$ cat config.mk
export PLATFORM = sky130hd
export DESIGN_NAME = load_port_reply_frame_parser
export DESIGN_NICKNAME = d
export VERILOG_FILES = /design/src/lprfp_pkg.sv /design/src/load_port_reply_frame_parser.sv /design/src/lprfp_accum.sv /design/src/lprfp_eval.sv
export SDC_FILE = /design/constraint.sdc
export NUM_CORES = 1
export LEC_CHECK = 0
export ABC_AREA = 1
export BUFFER_PORTS_ARGS = -buffer_cell sky130_fd_sc_hd__buf_2
export CELL_PAD_IN_SITES_DETAIL_PLACEMENT = 0
export CELL_PAD_IN_SITES_GLOBAL_PLACEMENT = 1
export CORE_MARGIN = 1.5
export CORE_UTILIZATION = 47
export CTS_BUF_LIST = sky130_fd_sc_hd__clkbuf_16
export DETAILED_ROUTE_END_ITERATION = 12
export PLACE_DENSITY = 0.82
export REMOVE_ABC_BUFFERS = 1
export SLEW_MARGIN = 20
export SYNTH_ARGS = -nofsm -noshare
export SYNTH_HDL_FRONTEND = slang
export SYNTH_SLANG_ARGS = --single-unit
$ cat constraint.sdc
create_clock -name i_clk -period 8 [get_ports i_clk]
set_input_delay 0 -clock i_clk [delete_from_list [all_inputs] [get_ports i_clk]]
set_output_delay 0 -clock i_clk [all_outputs]
set_load 0.02 [all_outputs]
$ cat src/lprfp_pkg.sv
// Types, codes and decode helpers shared by the load port reply frame parser.
// No dependencies; every other file imports this package.
package lprfp_pkg;

    typedef struct packed {
        logic [7:0] character;
        logic       last_char;
    } t_in_word;

    typedef struct packed {
        logic [1:0]  frame_result;
        logic [31:0] primary_word;
        logic [31:0] cross_slot_word;
        logic [31:0] double_slot_word;
        logic [11:0] indicator_states;
        logic [1:0]  door_state;
        logic [1:0]  pod_position;
        logic [1:0]  carrier_state;
        logic [1:0]  clamp_state;
    } t_out_word;

    // Line state with the current character folded in; pos is the position of the current character.
    typedef struct packed {
        logic [4:0]  pos;
        logic [7:0]  letter;
        logic [31:0] word_first;
        logic [31:0] word_second;
        logic [31:0] word_third;
    } t_line;

    localparam logic [4:0] POS_MAX        = 5'd31;
    localparam logic [4:0] LAST_POS_SHORT = 5'd8;   // 9-character frames
    localparam logic [4:0] LAST_POS_MAP   = 5'd26;  // 27-character frames

    localparam logic [7:0] CHAR_S = 8'h53;
    localparam logic [7:0] CHAR_I = 8'h49;
    localparam logic [7:0] CHAR_M = 8'h4d;

    localparam logic [1:0] FRAME_STATUS    = 2'd0;
    localparam logic [1:0] FRAME_INDICATOR = 2'd1;

    localparam logic [1:0] RES_OK     = 2'd0;
    localparam logic [1:0] RES_LENGTH = 2'd1;
    localparam logic [1:0] RES_LETTER = 2'd2;

    localparam logic [1:0] ST_UNKNOWN = 2'd0;
    localparam logic [1:0] ST_YES     = 2'd1;
    localparam logic [1:0] ST_NO      = 2'd2;

    localparam logic [3:0] NIB_MASK = 4'h0f;
    localparam logic [3:0] NIB_ON    = 4'h1;
    localparam logic [3:0] NIB_BLINK = 4'h2;

    function automatic logic [3:0] hex_value(input logic [7:0] c);
        logic [7:0] d;
        begin
            d = 8'h00;
            if (c >= 8'h30 && c <= 8'h39) begin
                d = c - 8'h30;
            end else if (c >= 8'h41 && c <= 8'h46) begin
                d = c - 8'h37;
            end else if (c >= 8'h61 && c <= 8'h66) begin
                d = c - 8'h57;
            end
            hex_value = d[3:0] & NIB_MASK;
        end
    endfunction

    function automatic logic [1:0] pair_state(input logic yes_bit, input logic no_bit);
        begin
            if (yes_bit && !no_bit) begin
                pair_state = ST_YES;
            end else if (!yes_bit && no_bit) begin
                pair_state = ST_NO;
            end else begin
                pair_state = ST_UNKNOWN;
            end
        end
    endfunction

endpackage

$ cat src/load_port_reply_frame_parser.sv
// Top level of the load port reply frame parser: input register, line
// accumulator, frame decode and result register. Depends on lprfp_pkg,
// lprfp_accum and lprfp_eval.
//
//   channel | valid      | ready       | payload
//   --------+------------+-------------+----------------------------
//   input   | i_in_valid | o_in_ready  | i_in_word  (t_in_word)
//   result  | o_out_valid| i_out_ready | o_out_word (t_out_word)
//   config  | i_cfg_valid| o_cfg_ready | i_cfg_data (expected frame)
//
// One character per cycle is taken while no last character waits on a
// stalled result; it is registered, then folded into the line state, and a
// last character loads the result register in the cycle that folds it in.
// A stalled result holds only a last character in the input register; other
// characters keep flowing. Synchronous active-low reset clears the line state
// and both valid flags and sets the expected frame to the status frame.
module load_port_reply_frame_parser
    import lprfp_pkg::*;
(
    input  logic       i_clk,
    input  logic       i_rst_n,
    input  logic       i_in_valid,
    output logic       o_in_ready,
    input  t_in_word   i_in_word,
    output logic       o_out_valid,
    input  logic       i_out_ready,
    output t_out_word  o_out_word,
    input  logic       i_cfg_valid,
    output logic       o_cfg_ready,
    input  logic [1:0] i_cfg_data
);

    logic      r_in_valid;
    t_in_word  r_in;
    logic      r_out_valid;
    t_out_word r_out;
    logic [1:0] r_expected;
    logic      out_free;
    logic      go;
    t_line     line;
    t_out_word result;

    assign out_free    = !r_out_valid || i_out_ready;
    assign go          = r_in_valid && (!r_in.last_char || out_free);
    assign o_in_ready  = !r_in_valid || go;
    assign o_cfg_ready = 1'b1;
    assign o_out_valid = r_out_valid;
    assign o_out_word  = r_out;

    lprfp_accum u_accum (
        .i_clk   (i_clk),
        .i_rst_n (i_rst_n),
        .i_go    (go),
        .i_char  (r_in),
        .o_line  (line)
    );

    lprfp_eval u_eval (
        .i_expected (r_expected),
        .i_line     (line),
        .o_result   (result)
    );

    always_ff @(posedge i_clk) begin
        if (!i_rst_n) begin
            r_in_valid  <= 1'b0;
            r_out_valid <= 1'b0;
            r_expected  <= FRAME_STATUS;
        end else begin
            if (o_in_ready) begin
                r_in_valid <= i_in_valid;
            end
            if (go && r_in.last_char) begin
                r_out_valid <= 1'b1;
            end else if (i_out_ready) begin
                r_out_valid <= 1'b0;
            end
            if (i_cfg_valid) begin
                r_expected <= i_cfg_data;
            end
        end
    end

    always_ff @(posedge i_clk) begin
        if (o_in_ready && i_in_valid) begin
            r_in <= i_in_word;
        end
        if (go && r_in.last_char) begin
            r_out <= result;
        end
    end

    // A rejected frame carries nothing but its result code.
    a_reject_clean: assert property (@(posedge i_clk) disable iff (!i_rst_n)
        (o_out_valid && o_out_word.frame_result != RES_OK) |->
        (o_out_word.primary_word == 32'h0 && o_out_word.cross_slot_word == 32'h0 &&
         o_out_word.double_slot_word == 32'h0 && o_out_word.indicator_states == 12'h0))
        else $error("rejected frame carries data");

    a_last_gives_result: assert property (@(posedge i_clk) disable iff (!i_rst_n)
        (go && r_in.last_char) |=> o_out_valid)
        else $error("last character produced no result");

    a_result_code: assert property (@(posedge i_clk) disable iff (!i_rst_n)
        o_out_valid |-> (o_out_word.frame_result == RES_OK ||
                         o_out_word.frame_result == RES_LENGTH ||
                         o_out_word.frame_result == RES_LETTER))
        else $error("result code out of range");

    a_stall_cause: assert property (@(posedge i_clk) disable iff (!i_rst_n)
        !o_in_ready |-> (r_in_valid && r_in.last_char && r_out_valid && !i_out_ready))
        else $error("input stalled without a blocked result");

endmodule

$ cat src/lprfp_accum.sv
// Line accumulator: character count, leading letter and the three hex words.
// Depends on lprfp_pkg.
module lprfp_accum
    import lprfp_pkg::*;
(
    input  logic     i_clk,
    input  logic     i_rst_n,
    input  logic     i_go,
    input  t_in_word i_char,
    output t_line    o_line
);

    logic [4:0]  r_pos, n_pos;
    logic [7:0]  r_letter, n_letter;
    logic [31:0] r_w1, n_w1;
    logic [31:0] r_w2, n_w2;
    logic [31:0] r_w3, n_w3;
    logic [3:0]  hex;

    always_comb begin
        hex      = hex_value(i_char.character);
        n_letter = r_letter;
        n_w1     = r_w1;
        n_w2     = r_w2;
        n_w3     = r_w3;
        // Positions 9 and 18 are separators and are not decoded.
        if (r_pos == 5'd0) begin
            n_letter = i_char.character;
        end else if (r_pos >= 5'd1 && r_pos <= 5'd8) begin
            n_w1 = {r_w1[27:0], hex};
        end else if (r_pos >= 5'd10 && r_pos <= 5'd17) begin
            n_w2 = {r_w2[27:0], hex};
        end else if (r_pos >= 5'd19 && r_pos <= 5'd26) begin
            n_w3 = {r_w3[27:0], hex};
        end
        n_pos = (r_pos == POS_MAX) ? POS_MAX : r_pos + 5'd1;
    end

    assign o_line = '{pos: r_pos, letter: n_letter, word_first: n_w1,
                      word_second: n_w2, word_third: n_w3};

    always_ff @(posedge i_clk) begin
        if (!i_rst_n) begin
            r_pos    <= '0;
            r_letter <= '0;
            r_w1     <= '0;
            r_w2     <= '0;
            r_w3     <= '0;
        end else if (i_go) begin
            if (i_char.last_char) begin
                r_pos    <= '0;
                r_letter <= '0;
                r_w1     <= '0;
                r_w2     <= '0;
                r_w3     <= '0;
            end else begin
                r_pos    <= n_pos;
                r_letter <= n_letter;
                r_w1     <= n_w1;
                r_w2     <= n_w2;
                r_w3     <= n_w3;
            end
        end
    end

endmodule

$ cat src/lprfp_eval.sv
// Frame check and field decode of a completed line.
// Depends on lprfp_pkg.
module lprfp_eval
    import lprfp_pkg::*;
(
    input  logic [1:0] i_expected,
    input  t_line      i_line,
    output t_out_word  o_result
);

    logic [4:0]  want_pos;
    logic [7:0]  want_letter;
    logic [31:0] w;
    logic [3:0]  nib;
    logic [11:0] lamps;

    always_comb begin
        w = i_line.word_first;
        case (i_expected)
            FRAME_STATUS: begin
                want_pos    = LAST_POS_SHORT;
                want_letter = CHAR_S;
            end
            FRAME_INDICATOR: begin
                want_pos    = LAST_POS_SHORT;
                want_letter = CHAR_I;
            end
            default: begin
                want_pos    = LAST_POS_MAP;
                want_letter = CHAR_M;
            end
        endcase

        lamps = '0;
        for (int n = 0; n < 6; n++) begin
            nib = w[4*n +: 4];
            if ((nib & NIB_ON) != 4'h0) begin
                lamps[2*n +: 2] = ST_YES;
            end else if ((nib & NIB_BLINK) != 4'h0) begin
                lamps[2*n +: 2] = ST_NO;
            end
        end

        o_result = '0;
        // A saturated count never equals a valid last position.
        if (i_line.pos != want_pos) begin
            o_result.frame_result = RES_LENGTH;
        end else if (i_line.letter != want_letter) begin
            o_result.frame_result = RES_LETTER;
        end else begin
            o_result.frame_result = RES_OK;
            o_result.primary_word = w;
            case (i_expected)
                FRAME_STATUS: begin
                    o_result.door_state   = pair_state(w[2], w[3]);
                    o_result.pod_position = pair_state(w[11], w[12]);
                    o_result.clamp_state  = pair_state(w[9], w[10]);
                    o_result.carrier_state = (w[28] && w[29]) ? ST_YES :
                                             (!w[28] && !w[29]) ? ST_NO : ST_UNKNOWN;
                end
                FRAME_INDICATOR: begin
                    o_result.indicator_states = lamps;
                end
                default: begin
                    o_result.cross_slot_word  = i_line.word_second;
                    o_result.double_slot_word = i_line.word_third;
                end
            endcase
        end
    end

endmodule
Yosys cells after proc, flatten, opt, wreduce, memory -nomap -nowiden --
Index checks and enable logic that the tools add are counted.
Storage, ports and cells: output and inout port bits 121, input port bits 16, flip-flop bits (word level) 240, word-level logic and storage cells 144
Operators by class: add/sub/neg operators 4, muxes and demuxes 44, $lt $le $gt $ge 12, bitwise logic cells 2, equality and inequality tests 4, reduce and logical (&&, ||, !) cells 49
Operators with widths (count):
- 32-bit two-way mux | 12
- 4-bit OR reduction | 11
- 2-bit two-way mux | 11
- 1-bit logical AND | 17
- 8-bit by 7-bit greater-or-equal comparator with 1-bit output (second input constant) | 2
- 8-bit by 7-bit <= comparator with 1-bit output (second input constant) | 2
- 8-bit two-way mux | 2
- 5-bit two-way mux | 3
- 1-bit two-way mux | 12
- 4-bit two-way mux | 3
- 1-bit zero test | 11
- 5-bit <= comparator (second input constant) | 2
- 5-bit one-hot mux with 2 select lines | 1
- 8-bit by 6-bit greater-or-equal comparator with 1-bit output (second input constant) | 1
- 8-bit by 6-bit <= comparator with 1-bit output (second input constant) | 1
- 8-bit inequality test | 1
- 4-bit by 3-bit subtractor with 4-bit output (second input constant) | 2
- 3-bit OR reduction | 2
- 5-bit by 1-bit adder with 5-bit output (second input constant) | 1
- 5-bit equality test (second input constant) | 1
- 5-bit by 1-bit greater-or-equal comparator with 1-bit output (second input constant) | 1
- 5-bit by 4-bit greater-or-equal comparator with 1-bit output (second input constant) | 1
- 5-bit greater-or-equal comparator (second input constant) | 1
- 5-bit by 4-bit <= comparator with 1-bit output (second input constant) | 1
- other kinds (9) | 13

Logic depth before layout (Yosys ltp) --
Gate-level depths: netlist of the first run.
word-level depth 11, gate-level depth with buffers 14, gate-level depth less buffers 12

Hierarchy --
A second synthesis of the first run with hierarchy kept.
Second synthesis, totals: cell total of the unflattened synthesis 1395, area, all modules 11487.3 um^2
Modules (own cells, without submodules):
- lprfp_accum | times used 1, area an instance 5936.9 um^2, cells each 944, seq. area each 2182.1 um^2
- load_port_reply_frame_parser | times used 1, area an instance 4015.1 um^2, cells each 157, seq. area each 3893.7 um^2
- lprfp_eval | times used 1, area an instance 1535.2 um^2, cells each 294, seq. area each 0.0 um^2

Worst setup path before layout of the first run --
OpenSTA, ideal clock, no wires.
path type register to register, from register r_out_valid (netlist: o_out_valid), to register r_out, in the netlist o_out_word[0], enable pin, path slack 4427 ps, data required time 7527 ps, data arrival time 3101 ps, setup time 473 ps, path buffers 0, clock period less this slack 3573 ps, stages on the path, launching flop included 8, path through dfxtp_1 inv_1 nor2_1 nand2_1 nand2_1 clkinv_1 nand2_1 inv_1
Between the ends: cells in the longest elaborated chain, start to end 5
Ends and longest elaborated chain:
- start: declaration | line load_port_reply_frame_parser.sv:35 | logic r_out_valid;
- start signal: assignment | line load_port_reply_frame_parser.sv:67 | r_out_valid <= 1'b0;
- start signal: assignment | line load_port_reply_frame_parser.sv:74 | r_out_valid <= 1'b1;
- start signal: assignment | line load_port_reply_frame_parser.sv:76 | r_out_valid <= 1'b0;
- 1-bit zero test | line load_port_reply_frame_parser.sv:43 | assign out_free = !r_out_valid || i_out_ready;
- 1-bit logical OR | line load_port_reply_frame_parser.sv:43
- 1-bit logical OR | line load_port_reply_frame_parser.sv:44 | assign go = r_in_valid && (!r_in.last_char || out_free);
- 1-bit logical AND | line load_port_reply_frame_parser.sv:44
- 1-bit logical AND | line load_port_reply_frame_parser.sv:88 | if (go && r_in.last_char) begin
- end signal: assignment | line load_port_reply_frame_parser.sv:89 | r_out <= result;
- end: declaration | line load_port_reply_frame_parser.sv:36 | t_out_word r_out;
Every way passes these cells. A chain may end at the register's enable or synchronous reset.

Final worst setup path of the first run --
from register r_in[0] (netlist name), to register r_out, in the netlist o_out_word[43], enable pin
Between the ends: cells in the longest elaborated chain, start to end 4
Ends and longest elaborated chain:
- start: declaration | line load_port_reply_frame_parser.sv:34 | t_in_word r_in;
- start signal: assignment | line load_port_reply_frame_parser.sv:86 | r_in <= i_in_word;
- 1-bit zero test | line load_port_reply_frame_parser.sv:44
- 1-bit logical OR | line load_port_reply_frame_parser.sv:44
- 1-bit logical AND | line load_port_reply_frame_parser.sv:44
- 1-bit logical AND (*) | line load_port_reply_frame_parser.sv:88
Mark *: on every way between the ends. The rest lies on a longest branch, timed or not.

==> metrics, run 1 <==
Rows=54; CP Max Fanout=80; DR vias=8,453; die height=154 microns; post-synthesis compound-gate area fraction=0.0975; Synth area leaders=edfxtp_1 36%, dfxtp_1 21%, nand2_1 11%; R2R Path End=o_out_word[43]; Final Cycle Share=0.478; CTS Buf Count=26; grt ovf=0; initial cell density of the core=0.484; final worst path period need=3.82 ns; Fill cells=2,069; register area share after synthesis=0.569; # IOs=137; Cell variety after synth=32; hold path startpoint=i_rst_n; worst slack, placed=4.11 ns; maximum VDD drop=0.000166 V; most frequent cell after synthesis=nand2_1; leakage power total=4.94 nW; status=completed; CP Data Arrival Time=3.97 ns; Post-Synth Adder-Cell Area=0.00821; CP Launch Type=flip-flop; clk slew on worst S/H paths=0.06 ns; Synth Flop Type=edfxtp_1; R2R depth=7; Rel. slew slack=0.307; length of the first detailed-routing pass in iterations=5; Layout area overhead=16.0%; DR iter-0 viols=613; CP required=8.15 ns; wire length per cell=14.3 microns; Crit Path Class=flip-flop to flip-flop; DRC errors left=0; Post-synth EDFFs=127; Clock Tree Root=clkbuf_16; Syn Area/Cell=8.37 sq um; post-synth top area cell=edfxtp_1; vias in the first global route=7,770; Post-Syn Instances=1,275; area of the die=23,600 sq um; PostCTS Resize Cnt=0; share of cells above drive strength 1=0.141; die width=154 microns; Worst Hold Endpoint=u_accum.r_w1[8]; Worst setup EP type=flip-flop; Final HPWL DP=14.2 mm; CTS Sinks=240; Cell Area, Synth=10,700 sq um; initial antenna violation count=0; hold path cells=2; largest family of logic cells by synthesized area=simple AND/OR/NAND/NOR gates; RSZ-0062 raised after global routing=false; post-synthesis simple-gate area fraction=0.238; setup ws final=4.18 ns; Setup Skew=0.00789 ns; final setup fails=0; # H-tree levels=1; fin. max-slew vios=0; Synth top cells by count=315 x nand2_1, 152 x inv_1, 128 x nor2_1; Bufs on Longest Clock Path=3; largest net degree at the start of global routing=109; GP Congestion=0.823; yosys warns=0; post-synthesis mux area share=0; cts-stage hold buffer count=16; Worst-Margin Slew=1.04 ns; Tot GR Track Use=0.202; Power Density=202 nW/um^2; Final #Nets=1,412; MaxCap Viol Count=0; first-pass GRT wire length=39.4 mm; area fraction of the dominant cell type after synthesis=0.357; worst r2r src=r_in[0]; Multi-input gate area=3700 sq um; Port-buffer cells=135; fraction of registers with async set/reset=0; # diodes=0; Worst R2R Setup Slack=4.18 ns; HP Class=input port to flip-flop; setup tns final=0 ns; CORE AREA=22,000 sq um; setup bufs post-CTS=0; ANT nets after route=0; TritonCTS clock tree=built; WL final=24.1 mm; Final Hold Vio Count=0; register area=6080 sq um; achievable frequency=0.262 GHz; via/cell ratio=5.01; Clock Latency Late Sink=0.53 ns; Finished Core Util=0.562; Synth Register Bits=240; post-synthesis xor/xnor area fraction=0
## final cells by class
class | count | area share
Multi-Input combinational cell | 803 | 0.299
Clock buffer | 26 | 0.0526
Clock inverter | 21 | 0.00778
Sequential cell | 240 | 0.491
Inverter | 157 | 0.0478
Timing Repair Buffer | 161 | 0.0739
Tap cell | 280 | 0.0283
## cells in the final DEF (no fill, tap or decap), types with 18 or more instances in the layout
| cell | instances |
|---|---|
| nand4_1 | 18 |
| nor2_1 | 127 |
| clkbuf_16 | 26 |
| nor3_1 | 77 |
| a21oi_1 | 64 |
| dfxtp_1 | 113 |
| o21a_1 | 23 |
| o21ai_0 | 65 |
| nand3_1 | 55 |
| edfxtp_1 | 127 |
| o22ai_1 | 28 |
| inv_1 | 163 |
| nand2_1 | 314 |
| buf_2 | 135 |
## cell families after synthesis
kind of cell	after synthesis
buf+inv	232
fa+ha+maj	7
compound gates	187
other cells	1
flops	240
simple gates	608
## through the flow
step                cells  total power, W  hold WS, ns  cell area, sq um
floorplan            1200         0.00142       0.0989             10300
CTS                  1688         0.00253       0.0284             12400
global placement     1625         0.00146        0.177             11500
detailed placement   1625         0.00146        0.178             11500
finish               1688         0.00250       0.0446             12400
global route         1688         0.00259       0.0497             12400
## worst max-delay path: stages, from the launching register on
cell	delay (ns)
edfxtp_1	0.46
nand2_1	0.12
nand2_2	0.04
buf_4	0.33
inv_2	0.82
nand2_1	0.21
inv_4	0.48
buf_4	0.87
## worst max path at each step
| stage | cells after the start | to | from | slack, ns |
|---|---|---|---|---|
| detailed placement | 7 | o_out_word[110] | r_in[0] | 4.11 |
| floorplan | 8 | u_accum.r_w1[1] | o_out_valid | 2.44 |
| global placement | 7 | o_out_word[106] | r_in[0] | 4.19 |
| CTS | 7 | o_out_word[42] | r_in[0] | 4.08 |
| finish | 7 | o_out_word[43] | r_in[0] | 4.18 |
| global route | 7 | o_out_word[42] | r_in[0] | 3.86 |
## power by group
group | internal (W) | switching, W
sequential | 0.00131 | 0.00000890
clock | 0.000585 | 0.000476
combinational | 0.0000322 | 0.0000936
## state kept, by name (all words and copies together), names as in the netlist
| register | count |
|---|---|
| o_out_word | 118 |
| u_accum.r_w1 | 32 |
| u_accum.r_w2 | 32 |
| u_accum.r_w3 | 32 |
| r_in | 9 |
| u_accum.r_letter | 8 |
| u_accum.r_pos | 5 |
| r_expected | 2 |
| o_out_valid | 1 |
| r_in_valid | 1 |
## layer usage
| layer | vias to the layer above | GRT usage | wire length [microns] |
|---|---|---|---|
| met5 | - | 0 | 0 |
| met4 | 0 | 0.0518 | 500 |
| met3 | 35 | 0.0276 | 886 |
| met2 | 163 | 0.320 | 10800 |
| met1 | 3864 | 0.294 | 11900 |
| li1 | 4391 | - | - |
(Power assumes the default switching activity.)
==> run 2, diff against run 1 <==
Settings changed: CORE_UTILIZATION 47 to 43, PLACE_DENSITY 0.82 to 0.76.
Clock period 8 ns to 3.7 ns, I/O delays scaled along.
==> run 2 against run 1 <==
Effect of this change:
- first-iteration DRC count fell by 9.6%
- sequential share of layout area shrank 0.82 points
- critical path depth up 4
- maximum frequency grew 17%
- combinational power is 120% higher
- register-to-register slack got worse by 3.7 ns
- clock skew rose by 0.024 ns
- via count increased by 0.54%
- setup slack got worse by 3.7 ns
==> metrics, run 2 (synthesis gave the netlist of run 1 again) <==
Layout area overhead=18.0%; Rel. slew slack=0.329; commonest non-fill, non-tap cell in the layout=nand2_1; initial antenna violation count=0; Bufs on Longest Clock Path=3; via/cell ratio=4.88; HP Class=input port to flip-flop; largest net degree at the start of global routing=66; R2R depth=11; Finished Core Util=0.518; CP required=4.04 ns; Worst R2R Setup Slack=0.44 ns; WL final=24.9 mm; grt ovf=0; RSZ-0062 raised after global routing=false; CP max stage cell=ha_1; Clock Latency Late Sink=0.54 ns; Crit Path Class=flip-flop to flip-flop; hold path cells=3; CP Cell Sequence=inv_1, ha_1, nand3_2, nand2_1, nand2_1, nor2_1, nand2_1, nor2_2, nand4_4, buf_12, nor3_1; DR vias=8,499; TritonCTS clock tree=built; first-pass GRT wire length=40.4 mm; cell family with the largest share of critical-path delay=simple AND/OR/NAND/NOR gates; Final Hold Vio Count=0; achievable frequency=0.307 GHz; die width=161 microns; leakage power total=4.99 nW; # diodes=0; register area=6080 sq um; Final #Nets=1,422; ANT nets after route=0; Multi-input gate area=3700 sq um; GP Congestion=0.835; clk slew on worst S/H paths=0.07 ns; fin. max-slew vios=0; status=completed; slowest stage delay, CP=0.55 ns; MaxCap Viol Count=0; Tot GR Track Use=0.193; share of cells above drive strength 1=0.148; die height=161 microns; # IOs=137; CP Launch Type=flip-flop; Port-buffer cells=135; # H-tree levels=1; Clock Tree Root=clkbuf_16; Fill cells=2,295; final worst path period need=3.26 ns; critical path depth in cells=11; number of flip-flops in the largest register=118; CORE AREA=24,300 sq um; length of the first detailed-routing pass in iterations=5; vias in the first global route=7,996; most frequent cells in the layout=314 x nand2_1, 156 x inv_1, 135 x buf_2; DRC errors left=0; Final HPWL DP=15.4 mm; Worst-Margin Slew=1.01 ns; Worst setup EP type=flip-flop; DR iter-0 viols=554; Top cell by count, worst path=nand2_1; Tot Pwr=0.00559 W; Rows=57; final setup fails=0; CTS Buf Count=26; CP Max Fanout=65; Bufs and invs on worst path=2; Setup Skew=0.0322 ns; CP Data Arrival Time=3.60 ns; maximum VDD drop=0.000297 V; CTS Sinks=240; initial cell density of the core=0.439; wire length per cell=14.3 microns; Power Density=444 nW/um^2; Final Cycle Share=0.880; area of the die=25,800 sq um
run 2: cell types whose count changed in the layout (fill, tap and decap cells not counted), sizes merged:
cell         before  now
buf             145  153
clkinvlp          0    2
inv             169  163
clkinv            9   12
bufinv            0    2
dlygate4sd3      16   18
run 2: repair_timing:
action / 4_1_cts / 5_1_grt
hold buffers: 18 / 0
resized for setup: 0 / 0
setup buffers: 0 / 0
hold endpoints to repair: 13 / 0
run 2: worst paths after layout:
kind,from,endpoint
setup / recovery,u_accum.r_pos[0],o_out_word[63]
hold / removal,i_rst_n,u_accum.r_w1[7]
setup reg to reg,u_accum.r_pos[0],o_out_word[63]
hold reg to reg,u_accum.r_w3[15],u_accum.r_w3[15]
run 2: layer usage:
layer	up-vias	track usage	routed length (microns)
met5	-	0	0
met4	0	0.0506	454
met3	36	0.0261	981
met2	160	0.322	11400
met1	3878	0.264	12100
li1	4425	-	-
run 2: area by class of cell:
cell class,count,area share
timing repair buffer,171,0.0797
clock inverter,22,0.0128
inverter,157,0.0470
clock buffer,26,0.0517
multi-input combinational,803,0.294
sequential,240,0.483
tap,324,0.0322
run 2: metrics by stage:
| step | TNS (ns) | hold slack, ns | instances | area (sq um) | worst slack, ns |
|---|---|---|---|---|---|
| floorplan | -282.05 | 0.0989 | 1200 | 10300 | -1.86 |
| global placement | 0 | 0.178 | 1677 | 11600 | 0.672 |
| detailed placement | 0 | 0.178 | 1677 | 11600 | 0.538 |
| CTS | 0 | 0.0120 | 1743 | 12600 | 0.473 |
| global route | 0 | 0.0299 | 1743 | 12600 | 0.0989 |
| finish | 0 | 0.0304 | 1743 | 12600 | 0.443 |
run 2: worst min-delay path, delay by kind of cell:
family | cells | cell delay [ns]
compound gates | 1 | 0.15
buf+inv | 2 | 0.37
run 2: power by group:
part	internal, W	switching, W
clock network	0.00141	0.00105
registers	0.00283	0.0000203
logic	0.0000751	0.000207
==> run 3, diff against run 2 <==
Settings changed: ABC_AREA 1 to not set, CORE_UTILIZATION 43 to 45.
==> run 3 against run 2 <==
Effect of this change:
- clock skew decreased by 0.020 ns
- first-iteration DRC count is 12% lower
- combinational power fell by 21%
- critical path depth down 4
- count of clock-buffer cells in the layout down 1
- maximum frequency increased by 16%
- critical path type unchanged
==> metrics, run 3 <==
Synth area leaders=edfxtp_1 39%, dfxtp_1 23%, nand2_1 6.7%; Power Internal=0.00415 W; Cell Area, Synth=9820 sq um; power share of the clock group=0.423; # diodes=0; initial antenna violation count=0; # IOs=137; leakage power total=3.85 nW; wire length per cell=16.4 microns; setup bufs post-CTS=0; Worst-Margin Slew=0.832 ns; Synth Register Bits=240; Syn Area/Cell=11.2 sq um; GP Congestion=0.783; die height=151 microns; Port-buffer cells=135; initial cell density of the core=0.463; PostCTS Resize Cnt=0; CTS Buf Count=25; area of the die=22,700 sq um; length of the first detailed-routing pass in iterations=5; largest net degree at the start of global routing=120; register area share after synthesis=0.619; Cell variety after synth=54; Synth Flop Type=edfxtp_1; Fill cells=1,874; Rows=53; Clock Latency Late Sink=0.54 ns; DR iter-0 viols=490; status=completed; TritonCTS clock tree=built; DRC errors left=0; CORE AREA=21,200 sq um; CTS Sinks=240; Finished Core Util=0.547; Final Cycle Share=0.760; Final Hold Vio Count=0; WL final=21.3 mm; die width=151 microns; area fraction of the dominant cell type after synthesis=0.389; most frequent cells in the layout=176 x nand2_1, 135 x buf_2, 127 x edfxtp_1; Placed Area=10,700 sq um; worst slack, placed=0.871 ns; Post-synth EDFFs=127; post-synth top area cell=edfxtp_1; maximum VDD drop=0.000316 V; CP Data Arrival Time=3.18 ns; final instance area=11,600 sq um; Final #Nets=1,028; Sw Ratio=0.225; clk slew on worst S/H paths=0.06 ns; achievable frequency=0.356 GHz; # H-tree levels=1; setup tns final=0 ns; Layout area overhead=18.2%; vias in the first global route=6,635; hold slack final=0.0466 ns; Final HPWL DP=12.7 mm; Setup Skew=0.0119 ns; number of flip-flops in the largest register=118; fraction of registers with async set/reset=0; ANT nets after route=0; fin. max-slew vios=0; Rel. slew slack=0.444; cts-stage hold buffer count=16; first-pass GRT wire length=33.7 mm; combinational power share=0.042; setup ws final=0.889 ns; final worst path period need=2.81 ns; most frequent cell after synthesis=nand2_1; CP Max Fanout=25; share of cells above drive strength 1=0.203; Post-Syn Instances=876; via/cell ratio=5.47; Tot GR Track Use=0.186; CP Launch Type=flip-flop; Clock Tree Root=clkbuf_16; DR vias=7,110; sequential share of power=0.535; Crit Path Class=flip-flop to flip-flop; net switching power=0.00121 W; Power Density=461 nW/um^2; RSZ-0062 raised after global routing=false; Synth top cells by count=176 x nand2_1, 127 x edfxtp_1, 113 x dfxtp_1; MaxCap Viol Count=0; HP Class=input port to flip-flop; Worst setup EP type=flip-flop; commonest non-fill, non-tap cell in the layout=nand2_1; Bufs on Longest Clock Path=3; final setup fails=0; grt ovf=0; yosys warns=0; CP required=4.07 ns
run 3: worst max-delay path, cell delays in order, from the launching register on:
cell     delay [ns]
dfxtp_1        0.51
inv_1          0.14
ha_1           0.25
or2_2          0.34
a221o_1        0.61
buf_4          0.34
or3_1          0.32
a21oi_1        0.13
run 3: cells by family (layout without fill, tap and decap cells):
logic type               after synthesis  count (layout)  share of synthesized area
AO/OA/AOI/OAI                        235             235                      0.177
XOR/XNOR                               2               2                    0.00178
adder cells (fa/ha/maj)                7               7                    0.00892
buffers and inverters                 82             230                     0.0399
flip-flops                           240             240                      0.619
multiplexers                          13              13                     0.0135
other                                  1               1                   0.000382
AND/OR/NAND/NOR                      296             296                      0.139
run 3: area by class of cell:
| cell class | instances | area [sq um] | area share |
|---|---|---|---|
| clock buffers | 25 | 626 | 0.0539 |
| well taps | 275 | 344 | 0.0297 |
| flip-flops and latches | 240 | 6080 | 0.524 |
| clock inverters | 21 | 113 | 0.00970 |
| inverters | 14 | 52.6 | 0.00453 |
| multi-input cells | 554 | 3390 | 0.292 |
| repair buffers | 170 | 1000 | 0.0865 |
run 3: power groups by stage:
| stage | clock, W | combinational [W] | sequential (W) |
|---|---|---|---|
| after floorplan | 0 | 0.0000745 | 0.00297 |
| after global routing | 0.00243 | 0.000244 | 0.00287 |
| final | 0.00226 | 0.000224 | 0.00287 |
| after detailed placement | 0 | 0.000212 | 0.00292 |
| after CTS | 0.00232 | 0.000226 | 0.00287 |
| after global placement | 0 | 0.000211 | 0.00292 |
run 3: final timing paths:
path,start,slack (ns),endpoint,depth (start not counted)
setup / recovery,u_accum.r_pos[0],0.89,o_out_word[3],7
hold / removal,i_rst_n,0.05,u_accum.r_w2[0],4
setup reg to reg,u_accum.r_pos[0],0.89,o_out_word[3],7
hold reg to reg,u_accum.r_w2[28],0.48,u_accum.r_w2[28],1
run 3: metal layers:
metal / track usage / share of wire
met5: 0 / 0
met4: 0.0519 / 0.016
met2: 0.300 / 0.47
met3: 0.0270 / 0.059
met1: 0.261 / 0.46
run 3: stage by stage:
stage	total power (W)	std cells
2_1_floorplan	0.00305	808
3_3_place_gp	0.00314	1237
3_5_place_dp	0.00314	1237
4_1_cts	0.00542	1299
5_1_grt	0.00554	1299
6_report	0.00535	1299
